===== src/sv/tsg_pkg.sv =====
`timescale 1ns / 1ps
// ----------------------------------------------------------------------------
// tsg_pkg
// Shared types and constants for the triangle sweep generator.
// ----------------------------------------------------------------------------
package tsg_pkg;

    localparam int DAC_BITS = 12;
    localparam int CODE_W   = 12;
    localparam int CMP_W    = (DAC_BITS > CODE_W) ? DAC_BITS : CODE_W;
    localparam int DIV_W    = 16;
    localparam int CYC_W    = 8;
    localparam int HALF_W   = CYC_W + 1;
    localparam int ADC_W    = 16;
    localparam int CFG_W    = 16;
    localparam int IDX_W    = 3;

    localparam logic [HALF_W-1:0] HALF_MAX = '1;

    typedef enum logic [IDX_W-1:0] {
        REG_LOWER_CODE   = 3'd0,
        REG_UPPER_CODE   = 3'd1,
        REG_START_CODE   = 3'd2,
        REG_START_RISING = 3'd3,
        REG_TICK_DIVIDER = 3'd4,
        REG_SWEEP_CYCLES = 3'd5
    } reg_idx_t;

    typedef enum logic {
        FUNC_TICK  = 1'b0,
        FUNC_START = 1'b1
    } func_t;

endpackage


===== src/sv/triangle_sweep_generator.sv =====
`timescale 1ns / 1ps
// ----------------------------------------------------------------------------
// triangle_sweep_generator
// Triangle sweep of a DAC code for cyclic voltammetry, paired with ADC samples.
// ----------------------------------------------------------------------------
// Usage:
//   Input channel (in_valid/in_ready) carries func and adc_sample. func START
//   loads the sweep state from the registers; func TICK is one tick of the DAC
//   update clock. Every input transfer gives exactly one result transfer on the
//   output channel (out_valid/out_ready): sample_valid, dac_code, adc_value,
//   finished.
//   Path: an input transfer fills the input register, the sweep step then
//   writes the result register, and the result transfers on the output channel.
//   Throughput: one item per cycle while out_ready is high; the sweep step is
//   a compare and an increment or decrement between those two registers.
//   Configuration: write cfg_data to register cfg_index while cfg_we is high;
//   write only while no item is in flight.
//   Reset: registers take their defaults, the sweep reports finished until a
//   START item, and both pipeline stages are empty.
//   Stall: while out_ready is low the result holds; the input register still
//   takes one more item, then in_ready drops until the result is taken.
// ----------------------------------------------------------------------------
module triangle_sweep_generator
    import tsg_pkg::*;
(
    input  logic                clk,
    input  logic                rst_n,
    input  logic                cfg_we,
    input  logic [IDX_W-1:0]    cfg_index,
    input  logic [CFG_W-1:0]    cfg_data,
    input  logic                in_valid,
    output logic                in_ready,
    input  logic                func,
    input  logic [ADC_W-1:0]    adc_sample,
    output logic                out_valid,
    input  logic                out_ready,
    output logic                sample_valid,
    output logic [CODE_W-1:0]   dac_code,
    output logic [ADC_W-1:0]    adc_value,
    output logic                finished
);

    // configuration
    logic [CODE_W-1:0] lower_code_reg, upper_code_reg, start_code_reg;
    logic              start_rising_reg;
    logic [DIV_W-1:0]  tick_divider_reg;
    logic [CYC_W-1:0]  sweep_cycles_reg;

    // sweep state
    logic [DAC_BITS-1:0] level_reg, level_next;
    logic                going_up_reg, going_up_next;
    logic [HALF_W-1:0]   half_reg, half_next;
    logic [DIV_W-1:0]    skip_reg, skip_next;
    logic                done_reg, done_next;

    // pipeline
    logic              in_full_reg;
    logic              func_reg;
    logic [ADC_W-1:0]  adc_reg;
    logic              out_valid_reg;
    logic              sample_valid_reg, sample_valid_next;
    logic [CODE_W-1:0] dac_code_reg, dac_code_next;
    logic [ADC_W-1:0]  adc_value_reg, adc_value_next;

    logic advance;
    logic take;

    assign advance  = !out_valid_reg || out_ready;
    assign in_ready = !in_full_reg || advance;
    assign take     = in_full_reg && advance;

    always_ff @(posedge clk or negedge rst_n)
    begin
        if (!rst_n)
        begin
            lower_code_reg   <= '0;
            upper_code_reg   <= '1;
            start_code_reg   <= '0;
            start_rising_reg <= 1'b1;
            tick_divider_reg <= '0;
            sweep_cycles_reg <= CYC_W'(1);
        end
        else if (cfg_we)
        begin
            unique case (cfg_index)
                REG_LOWER_CODE:   lower_code_reg   <= cfg_data[CODE_W-1:0];
                REG_UPPER_CODE:   upper_code_reg   <= cfg_data[CODE_W-1:0];
                REG_START_CODE:   start_code_reg   <= cfg_data[CODE_W-1:0];
                REG_START_RISING: start_rising_reg <= cfg_data[0];
                REG_TICK_DIVIDER: tick_divider_reg <= cfg_data[DIV_W-1:0];
                REG_SWEEP_CYCLES: sweep_cycles_reg <= cfg_data[CYC_W-1:0];
                default:          ;
            endcase
        end
    end

    always_comb
    begin
        logic [DAC_BITS-1:0] step;
        logic [1:0]          inc;
        logic [HALF_W:0]     sum;
        logic                done_now;

        level_next        = level_reg;
        going_up_next     = going_up_reg;
        half_next         = half_reg;
        skip_next         = skip_reg;
        done_next         = done_reg;
        sample_valid_next = 1'b0;
        dac_code_next     = '0;
        adc_value_next    = '0;
        step              = '0;
        inc               = '0;
        sum               = '0;
        done_now          = 1'b0;

        if (func_reg == FUNC_START)
        begin
            level_next    = DAC_BITS'(start_code_reg);
            going_up_next = start_rising_reg;
            half_next     = '0;
            skip_next     = '0;
            done_next     = (sweep_cycles_reg == '0);
        end
        else
        begin
            done_now  = done_reg || (half_reg[HALF_W-1:1] >= sweep_cycles_reg);
            done_next = done_now;
            if (!done_now)
            begin
                if (skip_reg == tick_divider_reg)
                begin
                    sample_valid_next = 1'b1;
                    dac_code_next     = CODE_W'(level_reg);
                    adc_value_next    = adc_reg;
                    skip_next         = '0;
                    if (going_up_reg)
                    begin
                        step = level_reg + 1'b1;
                        if (CMP_W'(step) == CMP_W'(start_code_reg))
                        begin
                            inc = 2'd1;
                            if (CMP_W'(step) == CMP_W'(upper_code_reg))
                            begin
                                going_up_next = 1'b0;
                                inc           = 2'd2;
                            end
                        end
                        else if (CMP_W'(step) >= CMP_W'(upper_code_reg))
                        begin
                            going_up_next = 1'b0;
                        end
                    end
                    else
                    begin
                        step = level_reg - 1'b1;
                        if (level_reg == '0 || CMP_W'(step) >= CMP_W'(upper_code_reg))
                        begin
                            step = '0;
                        end
                        if (CMP_W'(step) == CMP_W'(start_code_reg))
                        begin
                            inc = 2'd1;
                            if (CMP_W'(step) == CMP_W'(lower_code_reg))
                            begin
                                going_up_next = 1'b1;
                                inc           = 2'd2;
                            end
                        end
                        else if (CMP_W'(step) <= CMP_W'(lower_code_reg))
                        begin
                            going_up_next = 1'b1;
                        end
                    end
                    level_next = step;
                    sum        = {1'b0, half_reg} + (HALF_W+1)'(inc);
                    half_next  = sum[HALF_W] ? HALF_MAX : sum[HALF_W-1:0];
                    done_next  = (half_next[HALF_W-1:1] >= sweep_cycles_reg);
                end
                else
                begin
                    skip_next = skip_reg + 1'b1;
                end
            end
        end
    end

    always_ff @(posedge clk or negedge rst_n)
    begin
        if (!rst_n)
        begin
            in_full_reg   <= 1'b0;
            out_valid_reg <= 1'b0;
            level_reg     <= '0;
            going_up_reg  <= 1'b1;
            half_reg      <= '0;
            skip_reg      <= '0;
            done_reg      <= 1'b1;
        end
        else
        begin
            if (in_ready)
            begin
                in_full_reg <= in_valid;
            end
            if (advance)
            begin
                out_valid_reg <= in_full_reg;
            end
            if (take)
            begin
                level_reg    <= level_next;
                going_up_reg <= going_up_next;
                half_reg     <= half_next;
                skip_reg     <= skip_next;
                done_reg     <= done_next;
            end
        end
    end

    always_ff @(posedge clk)
    begin
        if (in_valid && in_ready)
        begin
            func_reg <= func;
            adc_reg  <= adc_sample;
        end
        if (take)
        begin
            sample_valid_reg <= sample_valid_next;
            dac_code_reg     <= dac_code_next;
            adc_value_reg    <= adc_value_next;
        end
    end

    assign out_valid    = out_valid_reg;
    assign sample_valid = sample_valid_reg;
    assign dac_code     = dac_code_reg;
    assign adc_value    = adc_value_reg;
    assign finished     = done_reg;

endmodule


===== config.mk =====
export PLATFORM = sky130hd
export DESIGN_NAME = triangle_sweep_generator
export DESIGN_NICKNAME = d
export VERILOG_FILES = /design/src/sv/tsg_pkg.sv /design/src/sv/triangle_sweep_generator.sv
export SDC_FILE = /design/constraint.sdc
export NUM_CORES = 1
export LEC_CHECK = 0
export BUFFER_PORTS_ARGS = -buffer_cell sky130_fd_sc_hd__clkbuf_2
export CORE_UTILIZATION = 40
export CTS_CLUSTER_SIZE = 14
export DETAILED_ROUTE_END_ITERATION = 10
export GPL_ROUTABILITY_DRIVEN = 0
export PLACE_DENSITY = 0.6
export SYNTH_ARGS = -nofsm -noshare
export SYNTH_HDL_FRONTEND = slang
export SYNTH_SLANG_ARGS = --single-unit

===== constraint.sdc =====
create_clock -name clk -period 20.1 [get_ports clk]
set_input_delay 2.01 -clock clk [delete_from_list [all_inputs] [get_ports clk]]
set_output_delay 2.01 -clock clk [all_outputs]
set_load 0.01 [all_outputs]

Yosys cells after proc, flatten, opt, wreduce, memory -nomap -nowiden
Cells that the tools add are included.

Register bits: 148. Output and inout bits: 32.

$add $sub $neg: 4. Magnitude comparators: 5. Eq/ne operators: 11. Muxes and demuxes: 38. Bitwise operators: 1. Reductions and logical operators: 22.

Operator list (count): two-way mux 12 bit (9); equality test 12 bit (4); two-way mux 16 bit (3); two-way mux 9 bit (4); >= comparator 12 bit (2); adder 16 x 1 -> 16 bit, second input constant (1); equality test 16 bit (1); >= comparator 8 bit (2); two-way mux 2 bit (8); two-way mux 1 bit (14); AND reduction 2 bit (7); adder 12 x 1 -> 12 bit, second input constant (1); <= comparator 12 bit (1); logical NOT 12 bit (1); subtractor 12 x 1 -> 12 bit, second input constant (1); adder 9 x 2 -> 10 bit (1); logical NOT 8 bit (1); equality test 3 x 2 -> 1 bit, second input constant (2); equality test 3 bit, second input constant (2); logical OR 1 bit (4); equality test 3 x 1 -> 1 bit, second input constant (1); logical NOT 3 bit (1); AND reduction 3 bit (1); OR reduction 3 bit (1); 6 further kinds (8).

Depth between registers and ports, before layout
Gate-level depths: netlist of run 1.

Depth in word-level cells: 21. Gate-level depth with buffers: 37. Depth with buffers taken out: 32.

Worst setup path after synthesis of run 1
OpenSTA, ideal clock, no wires.

Path type: register -> register. Start: reg level_reg[0]. End: reg done_reg, in the netlist finished. Setup time: 79 ps. Arrival time: 6586 ps. Data required time: 20021 ps. Setup slack: 13434 ps. Cell stages (with the launch flop): 36. Path buffers: 5. Period minus slack after synthesis: 6666 ps. Path through: dfrtp_1 buf_2 inv_2 ha_1 or3b_1 buf_2 xor2_1 inv_1 ha_1 nand4_1 o31a_1 o21ai_2 buf_2 buf_1 nor2_1 ha_1 and3_1 nand3_1 nor3_1 inv_1 o31ai_1 ha_1 a21oi_1 nor2_1 nand3_1 clkbuf_1 nand2_1 ha_1 a21o_1 a21o_1 a21o_1 a211oi_1 o21bai_1 a21oi_1 o21ai_0 a22o_1.

Cells in the longest elaborated chain, start to end: 21. Elaborated cells on any way between the ends: 28.

RTL lines: from (decl) (RTL line triangle_sweep_generator.sv:50) `logic [DAC_BITS-1:0] level_reg, level_next;`; from (signal assigned) (RTL line triangle_sweep_generator.sv:212) `level_reg <= level_next;`; subtractor 12 x 1 -> 12 bit (RTL line triangle_sweep_generator.sv:156) `step = level_reg - 1'b1;`; >= comparator 12 bit (RTL line triangle_sweep_generator.sv:157) `if (level_reg == '0 || CMP_W'(step) >= CMP_W'(upper_code_reg))`; logical OR 1 bit (RTL line triangle_sweep_generator.sv:157); two-way mux 12 bit (RTL line triangle_sweep_generator.sv:157); two-way mux 12 bit (RTL line triangle_sweep_generator.sv:137) `if (going_up_reg)`; two-way mux 12 bit (RTL line triangle_sweep_generator.sv:131) `if (skip_reg == tick_divider_reg)`; two-way mux 12 bit (RTL line triangle_sweep_generator.sv:129) `if (!done_now)`; two-way mux 12 bit (RTL line triangle_sweep_generator.sv:117) `if (func_reg == FUNC_START)`; (+5 left out); two-way mux 2 bit (*) (RTL line triangle_sweep_generator.sv:129); two-way mux 2 bit (*) (RTL line triangle_sweep_generator.sv:117); adder 9 x 2 -> 10 bit (*) (RTL line triangle_sweep_generator.sv:176) `sum = {1'b0, half_reg} + (HALF_W+1)'(inc);`; two-way mux 9 bit (*) (RTL line triangle_sweep_generator.sv:177) `half_next = sum[HALF_W] ? HALF_MAX : sum[HALF_W-1:0];`; >= comparator 8 bit (*) (RTL line triangle_sweep_generator.sv:178) `done_next = (half_next[HALF_W-1:1] >= sweep_cycles_reg);`; two-way mux 1 bit (*) (RTL line triangle_sweep_generator.sv:131); two-way mux 1 bit (*) (RTL line triangle_sweep_generator.sv:129); two-way mux 1 bit (*) (RTL line triangle_sweep_generator.sv:117); to (signal assigned) (RTL line triangle_sweep_generator.sv:216) `done_reg <= done_next;`; to (decl) (RTL line triangle_sweep_generator.sv:54) `logic done_reg, done_next;`.

Mark *: on every way between the ends. The rest lies on a longest branch, timed or not. The select of a mux whose other input is x is not followed. A chain may end at the register's enable or synchronous reset.

Worst setup path in the final report of run 1
Ends and elaborated chain as after synthesis.

==> impl_metrics.toml, run 1 <==
[run_status]
status = "finished, final reports clean"

[detailed_routing]
drcViolationCount = 0
first_pass_iters = 9
dr_total_vias = 6292
vias_per_cell = 5.32
drt_wl_total_um = 21000
wl_per_cell_um = 17.8
first_iter_violations = 392
ant_nets = 0

[cts]
cts_setup_buffers = 0
cts-root-buf = "clkbuf_16"
clock-sinks = 148
path_clk_slew_ns = 0.07
cts_tree = "done"
cts_htree_levels = 4
cts_resized = 0
cts_buffers = 17
ctsHoldBuffers = 0
clk_path_buf_depth = 2
clk_latency_ns = 0.43

[power]
power_frac_comb_pct = 39.3
power.density_mw_per_mm2 = 130
power_mw = 1.26
peakVddDrop_uv = 78.0
seqPwrFrac_pct = 34.3
p_clk_share_pct = 26.5
switching_power_uw = 492
p_leak_nw = 4.36
internal_power_uw = 772
p_sw_share_pct = 39.0

[layout]
syn2layout_area_growth_pct = 15.0
n_antenna_cell = 0
fillers = 1953
stdcell_count = 1182
finalInstanceArea_mm2 = 0.00975
final_util_pct = 47.6
layout-drive-gt1-share_pct = 20.3
nets = 998

[worst_setup_path]
path_class = "reg -> reg"
worst_setup_path_end_kind = "flip-flop"
r2r_slack_ns = 12.65
cpMostUsedCell = "ha_1"
critPathMaxFanout = 23
slowest_delay_ns = 0.50
critical_path.startpoint_type = "flip-flop"
cp.arrival_ns = 7.81
cp.required_ns = 20.46
cpMaxStageDelayCell = "dfrtp_1"

[global_routing]
grt_overflow = 0
grt_usage_pct = 20.2
grt_first_pass_wirelength_um = 33700
grt_pass1_vias = 6168
grt_max_degree = 53
antenna_found_initial = 0

[die]
die_area_mm2 = 0.0218
fp.dieH_um = 148
die_w_um = 148
rows = 52
io_pins = 73
initial_core_util_pct = 41.4
core_area_mm2 = 0.0205

[placed_design]
dp_cells = 1150
io_buffers = 72
hpwl_um = 15000
placed_cell_area_mm2 = 0.00912
pre_cts_ws_ns = 12.71

[logic_synthesis]
synth-edff-count = 46
ys_ff_latch = 148
synth_top_area_share_pct = 25.4
synth_cell_type_count = 71
ys_warn_count = 0
syn_area_mm2 = 0.00848
synth_ff_type = "dfrtp_1"
synth_nets = 936
synth_area_per_cell_um2 = 10.1
synth_top_area_cell = "dfrtp_1"
ys_async_sr_fraction_pct = 68.9
yosysSeqAreaShare_pct = 46.6
postSynthCellCount = 837
synthTopCellsByArea = "dfrtp_1 25%, edfxtp_1 16%, ha_1 8.4%, dfstp_2 5.0%, mux2_2 4.8%"

[sta]
hold_viol = 0
layout_setup_ws_ns = 12.65
slew_violations = 0
fmax_mhz = 134
setup_viol = 0
finClkSkew_ns = 0.0164
worstMarginPinSlew_ns = 1.00
tns_ns = 0
fin_crit_sh_pct = 37.1
slew_headroom_pct = 33.0
grt_setup_unrepaired = "false"
fin_crit_ns = 7.45
whs_ns = 0.484

[job]
cap_viol_max_count = 0

[hold_path]
hold_class = "reg -> reg"
[power groups by stage]
| stage | Clock [mW] | Combinational, mW | Sequential (mW) |
|---|---|---|---|
| 2_1_floorplan | 0 | 0.393 | 0.398 |
| 3_3_place_gp | 0 | 0.483 | 0.435 |
| 3_5_place_dp | 0 | 0.485 | 0.437 |
| 4_1_cts | 0.341 | 0.489 | 0.432 |
| 5_1_grt | 0.354 | 0.556 | 0.441 |
| 6_report | 0.335 | 0.496 | 0.433 |
[synth_stat cells (3+ instances only)]
master,count
xnor2_1,25
a21o_1,14
nor3_1,20
nand3b_1,4
edfxtp_1,46
buf_2,5
o21ai_0,75
o211ai_1,3
nor2b_1,10
a211oi_1,7
nand3_1,21
ha_1,57
or3_1,3
clkbuf_1,29
nand2_1,75
o31ai_1,5
dfrtp_1,86
and3_1,8
a31oi_1,5
inv_1,46
xor2_1,34
nor2_1,45
mux2i_1,5
nand4_1,11
and2_1,30
o21a_1,6
mux2_2,36
a21oi_1,33
nand4b_1,3
nand2b_1,12
dfstp_2,16
nor4_1,8
[critical path, delay by kind of cell, from the launching register on]
family	cells	cell delay, ns
buffers and inverters	4	0.70
DFF	1	0.50
AOI/OAI and AO/OA	12	2.58
adders and majority gates	5	1.37
and+or+nand+nor	9	1.85
xor gates and xnor gates	1	0.38
[worst paths after layout]
path                                     startpoint                  endpoint  cells after the start
min in group asynchronous                     rst_n   skip_reg[3]$_DFFE_PN0P_                      1
setup reg to reg           level_reg[0]$_DFFE_PN0P_      finished$_DFFE_PN1P_                     31
max in group asynchronous                     rst_n  level_reg[5]$_DFFE_PN0P_                      2
setup / recovery           level_reg[0]$_DFFE_PN0P_      finished$_DFFE_PN1P_                     31
hold / removal              half_reg[0]$_DFFE_PN0P_   half_reg[0]$_DFFE_PN0P_                      2
hold reg to reg             half_reg[0]$_DFFE_PN0P_   half_reg[0]$_DFFE_PN0P_                      2
[layer usage]
layer,routed length (um),GRT usage [%]
met1,9750,27.5
met2,9960,32.5
met3,922,4.20
met4,372,5.98
met5,0,0
[cells by family after synthesis]
family                     synth area share, %
and+or+nand+nor                           16.5
AOI/OAI and AO/OA                         12.3
DFF                                       46.6
buffers and inverters                     4.28
xor gates and xnor gates                  6.29
adders and majority gates                 8.65
muxes                                     5.37
[area by class of cell]
cell class	count	area (um2)	share of cell area (%)
multi-input combinational	600	4200	43.1
sequential	148	3950	40.5
clock buffer	20	489	5.02
timing repair buffer	83	445	4.57
tap	270	338	3.46
inverter	49	184	1.89
clock inverter	12	138	1.41
[cell usage in the layout, fill, tap and decap left out, types with 8 or more instances in the layout]
cell type  count
nor2_1        45
nand2_1       75
mux2_2        36
nand2b_1      12
a21oi_1       33
and2_1        30
edfxtp_1      46
o21ai_0       74
a21o_1        14
clkbuf_2      71
and3_1         8
clkbuf_16     19
nand4_1       11
buf_4         12
nor4_1         8
ha_1          57
xnor2_1       25
nor3_1        19
dfrtp_1       86
dfstp_2       16
inv_1         46
nand3_1       21
nor2b_1        9
xor2_1        34
Power figures use the tool's default switching activity.
==> run 2: changes to the inputs <==
- ABC_AREA: unset -> 1
- PLACE_DENSITY: 0.6 -> 0.62
- clock period: 20.1 -> 6.2 ns (I/O delays scaled with it)
==> run 2 against run 1 <==
- via count increased by 14%
- first-iteration DRC count increased by 42%
- clock power increased to 3.0 times the previous value
- worst hold slack got worse by 0.36 ns
- cell count increased by 20%
- combinational power increased to 3.9 times the previous value
- non-clock buffer count unchanged
- critical path type unchanged
- largest cell class unchanged
==> impl_metrics.toml, run 2 <==
[die]
fp.dieH_um = 149
io_pins = 73
die_area_mm2 = 0.0223
die_w_um = 149
initial_core_util_pct = 41.0
rows = 53
core_area_mm2 = 0.0212

[sta]
whs_ns = 0.122
worstMarginPinSlew_ns = 0.969
layout_setup_ws_ns = 0.567
fin_crit_sh_pct = 90.9
slew_headroom_pct = 35.3
tns_ns = 0
hold_viol = 0
setup_viol = 0
fmax_mhz = 178
fin_crit_ns = 5.63
slew_violations = 0
finClkSkew_ns = 0.00755

[layout]
final_util_pct = 47.2
layout-drive-gt1-share_pct = 16.0
final_common_cell = "nand2_1"
finalInstanceArea_mm2 = 0.00999
stdcell_count = 1422
layout_common_cells = "245 x nand2_1, 156 x inv_1, 109 x o21ai_0"
nets = 1233
syn2layout_area_growth_pct = 15.3
n_antenna_cell = 0

[cts]
cts_buffers = 17
clk_path_buf_depth = 2
cts_htree_levels = 4
clock-sinks = 148
cts_tree = "done"
path_clk_slew_ns = 0.06
cts-root-buf = "clkbuf_16"
clk_latency_ns = 0.43

[power]
peakVddDrop_uv = 214
power.density_mw_per_mm2 = 433
internal_power_mw = 2.47
p_sw_share_pct = 42.9
switching_power_mw = 1.86
power_mw = 4.32
p_leak_nw = 4.80
power_frac_comb_pct = 44.6
p_clk_share_pct = 23.2
seqPwrFrac_pct = 32.2

[worst_setup_path]
cp.required_ns = 6.55
critical_path.startpoint_type = "flip-flop"
worst_setup_path_end_kind = "flip-flop"
cp.buffers_inverters = 5
cpMostUsedCell = "nand2_1"
path_class = "reg -> reg"
cp.arrival_ns = 5.98
cpMaxStageDelayCell = "dfrtp_2"
slowest_delay_ns = 0.46
r2r_slack_ns = 0.57
critPathMaxFanout = 9
crit_family = "simple AND/OR/NAND/NOR gates"

[run_status]
status = "finished, final reports clean"

[detailed_routing]
ant_nets = 0
first_iter_violations = 555
drt_wl_total_um = 21100
dr_total_vias = 7189
vias_per_cell = 5.06
wl_per_cell_um = 14.9
drcViolationCount = 0
first_pass_iters = 5

[logic_synthesis]
ys_ff_latch = 148
yosysSeqAreaShare_pct = 45.6
synth_nets = 1159
synth_common_cells = "248 x nand2_1, 157 x inv_1, 110 x o21ai_0"
synth_area_per_cell_um2 = 8.18
ys_warn_count = 0
ys_async_sr_fraction_pct = 68.9
synth_ff_type = "dfrtp_1"
synth_top_area_cell = "dfrtp_1"
synth_top_area_share_pct = 24.8
synth_cell_type_count = 44
postSynthCellCount = 1060
synth-edff-count = 46
synthTopCellsByArea = "dfrtp_1 25%, edfxtp_1 16%, nand2_1 11%, ha_1 8.2%, inv_1 6.8%"
syn_area_mm2 = 0.00867
yosysMostFrequentCell = "nand2_1"

[global_routing]
antenna_found_initial = 0
grt_usage_pct = 20.2
grt_first_pass_wirelength_um = 35000
grt_overflow = 0
grt_max_degree = 73
grt_pass1_vias = 7041

[placed_design]
pre_cts_ws_ns = 0.164
placed_cell_area_mm2 = 0.00928
dp_cells = 1382
io_buffers = 72
hpwl_um = 15500

[job]
cap_viol_max_count = 0

[hold_path]
hold_class = "in -> async"
run 2: cell types whose count changed in the layout (fill, tap and decap cells not counted), moves of 10 or more:
cell | previous run | this run
nand2b_1 | 12 | 0
nor2_1 | 45 | 72
nand3_1 | 21 | 53
inv_1 | 46 | 156
and2_1 | 30 | 0
nand4_1 | 11 | 25
mux2_2 | 36 | 4
o21ai_0 | 74 | 109
o211ai_1 | 3 | 16
a21o_1 | 14 | 1
xor2_1 | 34 | 11
nand2_1 | 75 | 245
xnor2_1 | 25 | 15
run 2: what timing repair did:
item | CTS | global route
gates resized for setup | 0 | 21
setup buffers | 0 | 7
setup endpoints to repair | 0 | 1
hold buffers | 0 | 0
endpoints found under the hold margin | 0 | 0
run 2: cells by family (layout without fill, tap and decap cells):
logic type	count (synthesis)	in the layout	share of synthesized area, %
fa+ha+maj	58	58	8.46
mux	5	5	0.635
compound gates	177	178	11.1
xor+xnor	31	31	3.31
simple gates	445	445	22.1
buf+inv	196	282	8.69
flops	148	148	45.6
run 2: worst paths after layout:
check	startpoint	to	depth (start not counted)
max	level_reg[0]$_DFFE_PN0P_	finished$_DFFE_PN1P_	38
min	rst_n	half_reg[5]$_DFFE_PN0P_	1
max reg2reg	level_reg[0]$_DFFE_PN0P_	finished$_DFFE_PN1P_	38
min reg2reg	lower_code_reg[1]$_DFFE_PN0P_	lower_code_reg[1]$_DFFE_PN0P_	2
max in group asynchronous	rst_n	level_reg[8]$_DFFE_PN0P_	2
min in group clk	adc_sample[13]	adc_reg[13]$_DFFE_PP_	1
run 2: metal layers:
layer,track usage (%),up-vias,part of all wire (%),wire length (um)
li1,-,3617,-,-
met3,3.98,31,4.4,927
met2,32.8,170,48,10100
met4,6.68,0,1.8,380
met5,0,-,0,0
met1,26.9,3371,46,9720
run 2: layout make-up:
type / count / area, um2
clock buffer: 17 / 425
clock inverter: 15 / 145
fill: 2084 / 11200
inverter: 167 / 629
multi-input combinational: 717 / 4050
sequential: 148 / 3960
tap: 275 / 344
timing repair buffer: 83 / 445
run 2: power by group through the flow:
stage	Clock [mW]	Sequential, mW	Combinational, mW
3_5_place_dp	0	1.40	1.78
5_1_grt	1.07	1.42	2.20
6_report	1.00	1.39	1.93
3_3_place_gp	0	1.40	1.76
4_1_cts	1.03	1.39	1.80
2_1_floorplan	0	1.34	1.39
